### src/roc_pkg.sv
`timescale 1ns / 1ps
// ----------------------------------------------------------------------------
// roc_pkg: shared types and constants of the relocation overlap classifier
// Field widths, result codes, register indexes and the controller/datapath
// command and status bundles.
// ----------------------------------------------------------------------------
package roc_pkg;

  localparam int ADDR_W = 64;
  localparam int LEN_W  = 8;
  localparam int KIND_W = 2;

  // Stored entry: start address above, length below
  localparam int ENTRY_W = ADDR_W + LEN_W;

  // Result codes for value_kind
  localparam logic [KIND_W-1:0] KIND_NOT_RELOCATED = 2'd0;
  localparam logic [KIND_W-1:0] KIND_NORMAL        = 2'd1;
  localparam logic [KIND_W-1:0] KIND_SUSPICIOUS    = 2'd2;

  // Operation codes
  localparam logic OP_ADD   = 1'b0;
  localparam logic OP_QUERY = 1'b1;

  // Configuration register indexes
  localparam logic CFG_IMAGE_BASE = 1'b0;
  localparam logic CFG_IMAGE_SIZE = 1'b1;

  // Image base plausibility bounds
  localparam logic [ADDR_W-1:0] BASE_LOW_LIMIT  = 64'h0000_0000_0001_0000;
  localparam logic [ADDR_W-1:0] SYS_RANGE_LO    = 64'h0000_7FF0_0000_0000;
  localparam logic [ADDR_W-1:0] SYS_RANGE_HI    = 64'h0000_8000_0000_0000;
  localparam logic [ADDR_W-1:0] KERNEL_BOUNDARY = 64'h8000_0000_0000_0000;

  // Controller to datapath
  typedef struct packed {
    logic load;       // capture the input beat, clear the scan
    logic add;        // store the captured entry, or flag it dropped
    logic scan_step;  // read the entry at the scan index, advance
    logic finish;     // load the result register
  } roc_cmd_t;

  // Datapath to controller
  typedef struct packed {
    logic op_query;
    logic count_zero;
    logic last_issue;
    logic hit;
    logic out_busy;
  } roc_status_t;

endpackage

### src/roc_ctrl.sv
`timescale 1ns / 1ps
// ----------------------------------------------------------------------------
// roc_ctrl: controller of the relocation overlap classifier
// Sequences one item at a time: capture, add or table scan, result hand-off.
// ----------------------------------------------------------------------------
module roc_ctrl (
  input  logic                 clk,
  input  logic                 rst_n,
  input  logic                 in_valid,
  output logic                 in_stall,
  input  roc_pkg::roc_status_t status,
  output roc_pkg::roc_cmd_t    cmd
);

  typedef enum logic [5:0] {
    ST_IDLE   = 6'b000001,
    ST_DECIDE = 6'b000010,
    ST_ADD    = 6'b000100,
    ST_SCAN   = 6'b001000,
    ST_DRAIN  = 6'b010000,
    ST_DONE   = 6'b100000
  } roc_state_t;

  roc_state_t state_r, state_nxt;

  always_comb begin
    state_nxt     = state_r;
    cmd           = '0;
    in_stall      = 1'b1;
    unique case (state_r)
      ST_IDLE: begin
        in_stall = 1'b0;
        if (in_valid) begin
          cmd.load  = 1'b1;
          state_nxt = ST_DECIDE;
        end
      end
      ST_DECIDE: begin
        priority if (!status.op_query) begin
          state_nxt = ST_ADD;
        end else if (status.count_zero) begin
          state_nxt = ST_DONE;
        end else begin
          state_nxt = ST_SCAN;
        end
      end
      ST_ADD: begin
        cmd.add   = 1'b1;
        state_nxt = ST_DONE;
      end
      ST_SCAN: begin
        // stop early once a hit is known
        priority if (status.hit) begin
          state_nxt = ST_DONE;
        end else if (status.last_issue) begin
          cmd.scan_step = 1'b1;
          state_nxt     = ST_DRAIN;
        end else begin
          cmd.scan_step = 1'b1;
        end
      end
      ST_DRAIN: begin
        state_nxt = ST_DONE;
      end
      ST_DONE: begin
        if (!status.out_busy) begin
          cmd.finish = 1'b1;
          state_nxt  = ST_IDLE;
        end
      end
      default: begin
        state_nxt = ST_IDLE;
      end
    endcase
  end

  always_ff @(posedge clk) begin
    if (!rst_n) begin
      state_r <= ST_IDLE;
    end else begin
      state_r <= state_nxt;
    end
  end

  a_accept_decides: assert property (@(posedge clk) disable iff (!rst_n)
    (in_valid && !in_stall) |=> (state_r == ST_DECIDE))
    else $error("accepted beat did not move to decide");

  a_finish_free: assert property (@(posedge clk) disable iff (!rst_n)
    cmd.finish |-> !status.out_busy)
    else $error("result loaded over an untaken result");

  a_scan_exclusive: assert property (@(posedge clk) disable iff (!rst_n)
    cmd.scan_step |-> !(cmd.add || cmd.finish || cmd.load))
    else $error("scan step overlaps another command");

endmodule

### config.mk
export PLATFORM = sky130hd
export DESIGN_NAME = roc_ctrl
export DESIGN_NICKNAME = d
export VERILOG_FILES = /design/src/roc_pkg.sv /design/src/roc_ctrl.sv
export SDC_FILE = /design/constraint.sdc
export NUM_CORES = 1
export LEC_CHECK = 0
export BUFFER_PORTS_ARGS = -buffer_cell sky130_fd_sc_hd__clkbuf_2
export CAP_MARGIN = 40
export CORE_AREA = 2 2 39 41
export DETAILED_ROUTE_END_ITERATION = 10
export DIE_AREA = 0 0 41 43
export SYNTH_ARGS = -nofsm -noshare
export SYNTH_HDL_FRONTEND = slang
export SYNTH_SLANG_ARGS = --single-unit
### constraint.sdc
create_clock -name clk -period 2.98 [get_ports clk]
set_input_delay 0.596 -clock clk [delete_from_list [all_inputs] [get_ports clk]]
set_output_delay 0.596 -clock clk [all_outputs]
set_load 0.05 [all_outputs]
# Word level (Yosys, flattened, before mapping)
# Cells that the tools add are included.
[totals]
register_bits = 6
latch_bits = 0
ram_bits = 0
rom_bits = 0
inputBits = 8
out_inout_bits = 5
wordCells = 27
memories = 0
[op_classes]
add_sub_neg = 0
mul = 0
div = 0
order_cmp = 0
n_eq_ne = 9
shifts = 0
mux = 15
bitwise = 0
n_reduce_logical = 2
[op_table]
columns = ["op", "n"]
rows = [
  ["two-way mux 6 bit", 6],
  ["one-hot mux 6 bit (5 select lines)", 1],
  ["two-way mux 1 bit", 8],
  ["== test 6 x 1 -> 1 bit, second input constant", 1],
  ["== test 6 x 2 -> 1 bit, second input constant", 1],
  ["== test 6 x 3 -> 1 bit, second input constant", 1],
  ["== test 6 x 4 -> 1 bit, second input constant", 1],
  ["== test 6 x 5 -> 1 bit, second input constant", 1],
  ["== test 6 bit, second input constant", 1],
  ["inequality test 2 bit, second input constant", 2],
  ["inequality test 3 bit, second input constant", 1],
  ["AND reduction 3 bit", 1],
  ["OR reduction 2 bit", 1],
]

# Longest topological paths before layout
# Gate-level depths: netlist (run 1).
[depth]
ltp_word = 3
mapped_depth = 5
depth_no_buf = 4

# Worst setup path before layout (run 1)
# OpenSTA, ideal clock, no wires.
[synth_timing]
path_type = "register -> output"
start = "register state_r[2]"
end = "output port cmd[3] (netlist bit)"
t_arrival_ns = 1.732
required_ns = 2.384
path_slack_ns = 0.652
stages_incl_launch_ff = 5
n_path_buf = 1
path_cell_list = "dfxtp_1 buf_6 nor2_4 nand4b_2 nor2_1"
[synth_lines]
columns = ["item", "line_no", "rtl"]
rows = [
  ["from (decl)", "roc_ctrl.sv:24", "roc_state_t state_r, state_nxt;"],
  ["from (signal assigned)", "roc_ctrl.sv:81", "state_r <= state_nxt;"],
  ["to (decl)", "roc_ctrl.sv:12", "output roc_pkg::roc_cmd_t cmd"],
]

==> impl_metrics.csv, run 1 <==
group,metric,value,unit
sta,fmax,0.5004,GHz
floorplanning,placementRows,14,
synth,ys_seq_area_share,28.66,%
sta,rsz0062_at_grt,"false",
cts,clock_latency,240,ps
worst_setup_path,ff2ff_setup_slack,1750,ps
synth,syn_avg_cell_area,8.383,sq um
floorplanning,ios,13,
floorplanning,dieArea,1763,sq um
pwr,ir_drop,0.2040,mV
finish,drive_gt1_share,36.51,%
cts,clkTransAtPathRegs,40,ps
worst_setup_path,worstSetupEndpointType,"primary output",
worst_setup_path,worstRegToRegCells,4,
pwr,total_power,275.1,uW
finish,largest_register_ffs,6,
sta,period_share,67.06,%
global_routing,overflow,0,
routing,via_per_inst,5.000,
routing,finalWirelength,872,um
finish,top_regs,"state_r (6)",
floorplanning,die_h,43,um
sta,drv_slew,0,
worst_setup_path,crit_path_start,"state_r[2]",
global_routing,gr-usage-all-layers,12.27,%
cts,hold_buffers,0,
sta,hold_violations,0,
finish,nets,73,
routing,dr.pass1.iters,4,
synth,ys_types,27,
cts,cts-resized-gates,0,
routing,drt_iter0_drc,6,
cts,cts_setup_buffers,0,
worst_setup_path,slowest_stage,"dfxtp_1",
min_path,hp-class,"in2reg",
pwr,leakage,0.0002361,uW
global_routing,grt_pass1_wl,1.414,mm
finish,fin_cells,79,
finish,final_area,499.2,sq um
placement,place_inst,76,
worst_setup_path,worstPathArrival,1400,ps
worst_setup_path,cp-start-kind,"flip-flop",
cts,cts.sinks,6,
sta,fin_crit,1998,ps
placement,gp_congestion,0.6401,
worst_setup_path,worstPathMaxFanout,8,
global_routing,grt_pass1_vias,364,
routing,routed-via-count,395,
finish,top_register,"state_r",
placement,dp_hpwl,670.2,um
cts,cts_tree,"yes",
synth,ys_seq_elements,6,
synth,netlist_area,419.2,sq um
outcome,status,"finished clean",
finish,num_antenna_cells,0,
global_routing,grt_max_degree,9,
run,maxCapViolCount,0,
cts,root_buffer,"clkbuf_4",
sta,finalClockSkew,2.145,ps
finish,finalCoreUtilization,36.08,%
pwr,power_density,551.1,nW/um^2
cts,cts.path.max_buffers,2,
floorplanning,initial_utilization,30.29,%
worst_setup_path,crit_end,"cmd[3]",
synth,yosysWarnings,0,
worst_setup_path,r2r_end,"state_r[4]",
routing,ant_nets,0,
floorplanning,core,1384,sq um
synth,syn-num-nets,58,
synth,synthCells,50,
finish,mostFrequentLayoutCells,"clkbuf_2, nor2_1, dfxtp_1",
placement,io_buffers,12,
sta,relSlewSlack,76.19,%
cts,htreeDepth,1,
placement,placed_area,476.7,sq um
sta,worstMarginPinSlew,356.6,ps
sta,setup_viol,0,
sta,fin_tns_setup,0,ps
global_routing,grt_antenna_before_repair,0,
routing,drc_errors,0,
worst_setup_path,cp.required,2380,ps
finish,layout_commonest_cell,"clkbuf_2",
worst_setup_path,critPathMaxStageDelay,400,ps
cts,numCtsBuffers,3,
finish,syn_to_final_growth,19.10,%
worst_setup_path,worst-setup-path-type,"reg2out",
worst_setup_path,worstReg2RegStart,"state_r[2]",
floorplanning,die_w,41,um
routing,wire_per_inst,11.04,um
worst_setup_path,cp_cell_sequence,"nor2_4 -> nand4b_2 -> nor2_1 -> clkbuf_2",
-- final cells by class --
| class | instances | area (sq um) |
|---|---|---|
| Tap cell | 16 | 20.02 |
| Fill cell | 149 | 884.6 |
| Multi-Input combinational cell | 38 | 261.5 |
| Sequential cell | 6 | 120.1 |
| Inverter | 4 | 15.01 |
| Clock buffer | 3 | 22.52 |
| Timing Repair Buffer | 12 | 60.06 |
-- per-stage QoR --
| step | worst slack, ps | hold slack [ps] |
|---|---|---|
| finish | 981.8 | 554.2 |
| global route | 882.4 | 551.3 |
| CTS | 955.7 | 547.5 |
| detailed placement | 1031 | 619.0 |
| global placement | 1046 | 623.9 |
| floorplan | 652.0 | 562.8 |
-- cells in the mapped netlist --
library cell / instances / area, sq um
xnor2_1: 1 / 8.760
nor2b_2: 1 / 8.760
nor3_1: 3 / 15.01
nor3b_2: 1 / 12.51
buf_6: 2 / 22.52
nand4_1: 3 / 18.77
and2b_1: 1 / 7.510
o211ai_1: 1 / 7.510
nand3_1: 3 / 15.01
inv_1: 4 / 15.01
nor3_2: 1 / 10.01
dfxtp_1: 6 / 120.1
nor2_1: 6 / 22.52
nand2_1: 2 / 7.510
a21oi_1: 1 / 5.000
nor2_4: 2 / 22.52
and3_1: 1 / 6.260
nand4b_2: 1 / 15.01
xor2_1: 1 / 8.760
o21ai_0: 2 / 10.01
nand3b_1: 1 / 7.510
and3b_1: 1 / 8.760
and4b_2: 1 / 11.26
o211ai_2: 1 / 12.51
a32oi_1: 1 / 8.760
a31oi_1: 1 / 6.260
o21ai_1: 1 / 5.000
-- worst max-delay path, delay by kind of cell, from the launching register on --
family | cells | cell delay, ps
buffers and inverters | 1 | 280
AND/OR/NAND/NOR | 3 | 480
flip-flops | 1 | 400
-- report_power, final --
part | switching (uW) | internal (uW) | total [uW]
Sequential | 16.6 | 87.8 | 104
Combinational | 63.4 | 34.5 | 97.8
Clock | 27.4 | 45.4 | 72.8
Total | 107 | 168 | 275
-- per-layer routing --
metal  share of wire, %  GRT usage, %  vias up
li1                   -             -      211
met3                3.0         3.141        2
met5                  0             0        -
met2                 46         15.63        9
met4                2.4         12.00        0
met1                 48         15.53      173
-- how the worst min path moves through the flow --
stage / from / to / slack (ps) / cells after the start
global placement: state_r[5] / state_r[0] / 620 / 2
CTS: status[4] / state_r[2] / 550 / 2
floorplan: state_r[5] / state_r[0] / 560 / 2
finish: status[4] / state_r[2] / 550 / 2
global route: status[4] / state_r[2] / 550 / 2
detailed placement: state_r[5] / state_r[0] / 620 / 2
-- cell families (layout without fill, tap and decap cells) --
family / Yosys count / after routing / synth area share (%)
simple gates: 28 / 28 / 45.07
compound gates: 8 / 8 / 13.13
flops: 6 / 6 / 28.66
buf+inv: 6 / 19 / 8.954
xor+xnor: 2 / 2 / 4.180
No activity file was read; power rests on OpenSTA's default activity.
==> run 2, diff against run 1 <==
==> constraint.sdc (replaced) <==
create_clock -name clk -period 2.05 [get_ports clk]
set_input_delay 0.41 -clock clk [delete_from_list [all_inputs] [get_ports clk]]
set_output_delay 0.41 -clock clk [all_outputs]
set_load 0.05 [all_outputs]
==> run 2 against run 1 <==
Compared with the run above: count of clock-buffer cells in the layout stayed put; sequential power grew 45%; critical path depth unchanged; combinational power is 47% higher; highest routed layer unchanged.
==> impl_metrics.csv, run 2 (synthesis results as in run 1) <==
group,metric,value,unit
floorplanning,die_h,43,um
finish,top_regs,"state_r (6)",
finish,largest_register_ffs,6,
floorplanning,ios,13,
worst_setup_path,ff2ff_setup_slack,810,ps
cts,clock_latency,250,ps
routing,via_per_inst,5.127,
floorplanning,initial_utilization,30.29,%
floorplanning,placementRows,14,
finish,finalCoreUtilization,36.26,%
worst_setup_path,worst-setup-path-type,"reg2out",
finish,mostFrequentLayoutCells,"clkbuf_2, dfxtp_1, nor2_1",
worst_setup_path,slowest_stage,"dfxtp_1",
routing,dr.pass1.iters,4,
placement,io_buffers,12,
pwr,total_power,404.9,uW
min_path,min_to,"state_r[2]",
global_routing,gr-usage-all-layers,12.37,%
placement,gp_congestion,0.7065,
cts,root_buffer,"clkbuf_4",
global_routing,grt_antenna_before_repair,0,
cts,cts.sinks,6,
pwr,power_density,806.9,nW/um^2
worst_setup_path,worstPathArrival,1410,ps
finish,nets,73,
min_path,hp-class,"in2reg",
floorplanning,dieArea,1763,sq um
sta,hold_violations,0,
routing,ant_nets,0,
cts,htreeDepth,1,
worst_setup_path,path_buf_inv,2,
cts,cts-resized-gates,0,
sta,drv_slew,0,
global_routing,grt_max_degree,9,
cts,hold_buffers,0,
cts,clkTransAtPathRegs,50,ps
sta,period_share,88.77,%
worst_setup_path,cp.required,1640,ps
sta,fin_tns_setup,0,ps
worst_setup_path,cp-start-kind,"flip-flop",
floorplanning,core,1384,sq um
sta,rsz0062_at_grt,"false",
routing,finalWirelength,891,um
worst_setup_path,cp_cell_sequence,"nor3_1 -> nand3_1 -> inv_1 -> clkbuf_2",
worst_setup_path,critPathMaxStageDelay,380,ps
routing,routed-via-count,405,
routing,drc_errors,0,
min_path,worstHoldPathCells,2,
sta,fin_crit,1820,ps
floorplanning,die_w,41,um
sta,relSlewSlack,77.23,%
pwr,ir_drop,0.2727,mV
worst_setup_path,cpLargestDelayFamily,"simple AND/OR/NAND/NOR gates",
routing,drt_iter0_drc,2,
min_path,hold_start,"status[4]",
finish,fill_cells,159,
run,maxCapViolCount,0,
finish,layout_commonest_cell,"clkbuf_2",
finish,num_antenna_cells,0,
worst_setup_path,worstSetupEndpointType,"primary output",
sta,worstMarginPinSlew,341.0,ps
worst_setup_path,worstRegToRegCells,4,
sta,setup_viol,0,
worst_setup_path,worstPathMaxFanout,8,
worst_setup_path,worstReg2RegStart,"state_r[0]",
placement,dp_hpwl,734.5,um
cts,numCtsBuffers,3,
worst_setup_path,r2r_end,"state_r[3]",
global_routing,grt_pass1_wl,1.400,mm
global_routing,grt_pass1_vias,345,
cts,cts_tree,"yes",
cts,cts.path.max_buffers,2,
global_routing,overflow,0,
pwr,leakage,0.0002361,uW
outcome,status,"finished clean",
routing,wire_per_inst,11.28,um
cts,cts_setup_buffers,0,
finish,drive_gt1_share,38.10,%
finish,top_register,"state_r",
sta,fmax,0.5495,GHz
sta,finalClockSkew,6.163,ps
finish,syn_to_final_growth,19.70,%
==> run 2: cell count changes in the layout (fill, tap and decap cells not counted) <==
| cell | change |
|---|---|
| nor2_2 | +1 |
| nor2_1 | -1 |
==> run 2: area by class of cell <==
cell class                      instances  area, sq um  area share, %
Clock buffer                            3        22.52          4.489
Inverter                                4        15.01          2.993
Multi-Input combinational cell         38        264.0          52.62
Sequential cell                         6        120.1          23.94
Tap cell                               16        20.02          3.990
Timing Repair Buffer                   12        60.06          11.97
==> run 2: how the worst max path moves through the flow <==
| stage | start | end | slack, ps | cells past startpoint |
|---|---|---|---|---|
| 2_1_floorplan | state_r[2] | cmd[3] | 120 | 4 |
| 3_3_place_gp | status[1] | cmd[1] | 450 | 5 |
| 3_5_place_dp | status[1] | cmd[1] | 430 | 5 |
| 4_1_cts | state_r[0] | cmd[1] | 220 | 4 |
| 5_1_grt | state_r[0] | cmd[1] | 160 | 4 |
| 6_report | state_r[0] | cmd[1] | 230 | 4 |
==> run 2: power by group <==
part           internal, uW  switching, uW  total, uW
Clock                  66.3           44.0        110
Sequential              128           23.0        151
Combinational          50.7           93.3        144
Total                   245            160        405
==> run 2: per-stage QoR <==
stage	std cells	hold WS (ps)	setup slack (ps)	cell area [sq um]
5_1_grt	79	371.0	162.2	501.7
2_1_floorplan	50	479.5	124.8	421.7
6_report	79	365.7	230.2	501.7
3_5_place_dp	76	614.9	432.1	479.2
4_1_cts	79	361.4	223.8	501.7
3_3_place_gp	76	616.3	446.7	479.2
==> run 2: layer usage <==
layer  GRT usage [%]  routed length (um)  part of all wire, %
met2           16.88                 390                   44
met5               0                   0                    0
met3           1.571                  51                  5.7
met4           12.00                  39                  4.4
met1           15.53                 410                   46
==> run 3, diff against run 2 <==
--- a/config.mk
+++ b/config.mk
@@ -10,6 +10,7 @@
 export CORE_AREA = 2 2 39 41
 export DETAILED_ROUTE_END_ITERATION = 10
 export DIE_AREA = 0 0 41 43
+export RECOVER_POWER = 25
 export SYNTH_ARGS = -nofsm -noshare
 export SYNTH_HDL_FRONTEND = slang
 export SYNTH_SLANG_ARGS = --single-unit
==> run 3 against run 2 <==
Compared with the run above: count of clock-buffer cells in the layout unchanged; via count rose by 0.25%; clock skew decreased by 1.9 ps; wire length increased by 0.67%; clock power barely moved; largest power group unchanged.
==> impl_metrics.csv, run 3 (synthesis results as in run 1) <==
group,metric,value,unit
floorplanning,ios,13,
routing,drc_errors,0,
global_routing,grt_antenna_before_repair,0,
finish,fill_cells,160,
cts,hold_buffers,0,
cts,cts-resized-gates,0,
sta,fmax,0.5449,GHz
finish,mostFrequentLayoutCells,"clkbuf_2, dfxtp_1, nor2_1",
finish,layout_commonest_cell,"clkbuf_2",
pwr,p_clk_share,26.9,%
pwr,internal_power,244.5,uW
sta,drv_slew,0,
worst_setup_path,path_buf_inv,2,
floorplanning,initial_utilization,30.29,%
worst_setup_path,cp_cell_sequence,"nor2b_1 -> nand3_1 -> inv_1 -> clkbuf_2",
pwr,swShare,39.42,%
sta,hold_violations,0,
worst_setup_path,worstPathMaxFanout,4,
routing,drt_iter0_drc,3,
global_routing,grt_max_degree,9,
run,maxCapViolCount,0,
cts,clock_latency,250,ps
placement,place_inst,76,
sta,hold_ws,366.3,ps
routing,wire_per_inst,11.35,um
cts,root_buffer,"clkbuf_4",
worst_setup_path,cpLargestDelayFamily,"simple AND/OR/NAND/NOR gates",
global_routing,gr-usage-all-layers,12.37,%
outcome,status,"finished clean",
placement,io_buffers,12,
pwr,ir_drop,0.2688,mV
floorplanning,placementRows,14,
sta,rsz0062_at_grt,"false",
global_routing,grt_pass1_wl,1.400,mm
routing,via_per_inst,5.139,
worst_setup_path,cp-start-kind,"flip-flop",
routing,routed-via-count,406,
sta,finalClockSkew,4.271,ps
routing,ant_nets,0,
cts,cts.sinks,6,
worst_setup_path,slowest_stage,"dfxtp_1",
finish,largest_register_ffs,6,
worst_setup_path,worstSetupEndpointType,"primary output",
floorplanning,die_w,41,um
finish,top_register,"state_r",
min_path,hp-class,"in2reg",
sta,period_share,89.52,%
cts,htreeDepth,1,
cts,cts_tree,"yes",
finish,fin_cells,79,
floorplanning,die_h,43,um
worst_setup_path,cp.required,1640,ps
cts,cts_setup_buffers,0,
routing,dr.pass1.iters,2,
sta,setup_viol,0,
pwr,total_power,403.6,uW
finish,num_antenna_cells,0,
worst_setup_path,worstPathArrival,1430,ps
cts,numCtsBuffers,3,
floorplanning,dieArea,1763,sq um
pwr,switchingPower,159.1,uW
sta,fin_crit,1835,ps
pwr,combPwrFrac,35.7,%
cts,cts.path.max_buffers,2,
cts,clkTransAtPathRegs,40,ps
placement,dp_hpwl,734.5,um
pwr,power_density,808.4,nW/um^2
routing,finalWirelength,897,um
finish,top_regs,"state_r (6)",
finish,nets,73,
worst_setup_path,worst-setup-path-type,"reg2out",
finish,syn_to_final_growth,19.10,%
global_routing,overflow,0,
placement,gp_congestion,0.7065,
pwr,leakage,0.0002362,uW
global_routing,grt_pass1_vias,345,
worst_setup_path,critPathMaxStageDelay,400,ps
sta,worstMarginPinSlew,347.8,ps
sta,fin_tns_setup,0,ps
finish,drive_gt1_share,36.51,%
floorplanning,core,1384,sq um
sta,relSlewSlack,76.78,%
pwr,seq_power_share,37.3,%
run 3: cell counts in the layout (fill, tap and decap cells not counted):
No cell type changed its count.
run 3: layer usage:
metal / vias to the layer above / wire length, um / part of all wire, % / GRT usage, %
met5: - / 0 / 0 / 0
met4: 0 / 34 / 3.8 / 12.00
met3: 5 / 46 / 5.1 / 1.571
met2: 13 / 400 / 45 / 16.88
met1: 180 / 415 / 46 / 15.53
li1: 208 / - / - / -
run 3: layout make-up:
class                      count  area, sq um  share of cell area, %
clock buffer                   3        22.52                  4.511
sequential                     6        120.1                  24.06
inverter                       4        15.01                  3.008
tap                           16        20.02                  4.010
timing repair buffer          12        60.06                  12.03
multi-input combinational     38        261.5                  52.38
run 3: power groups by stage:
stage                     combinational (uW)  sequential (uW)  clock, uW
after detailed placement                 144              152          0
after global routing                     156              153        120
after floorplan                          134              140          0
after global placement                   143              152          0
after CTS                                145              150        113
final                                    144              151        109
run 3: worst reg2reg max path, delay by kind of cell, from the launching register on:
family / cells / cell delay, ps
and+or+nand+nor: 2 / 460
AOI/OAI and AO/OA: 2 / 250
DFF: 1 / 380
run 3: worst paths after layout:
kind,from,to,slack (ps),cells after the start
setup / recovery,state_r[3],cmd[1],210,4
hold / removal,status[4],state_r[2],370,2
setup reg to reg,state_r[0],state_r[3],820,4
hold reg to reg,state_r[0],state_r[0],620,2
run 3: stage by stage:
stage	area [sq um]	setup WS, ps	utilization (%)
global placement	479.2	446.7	34.63
detailed placement	479.2	432.1	34.63
finish	499.2	214.9	36.08
CTS	501.7	223.8	36.26
global route	499.2	117.3	36.08
floorplan	421.7	124.8	-
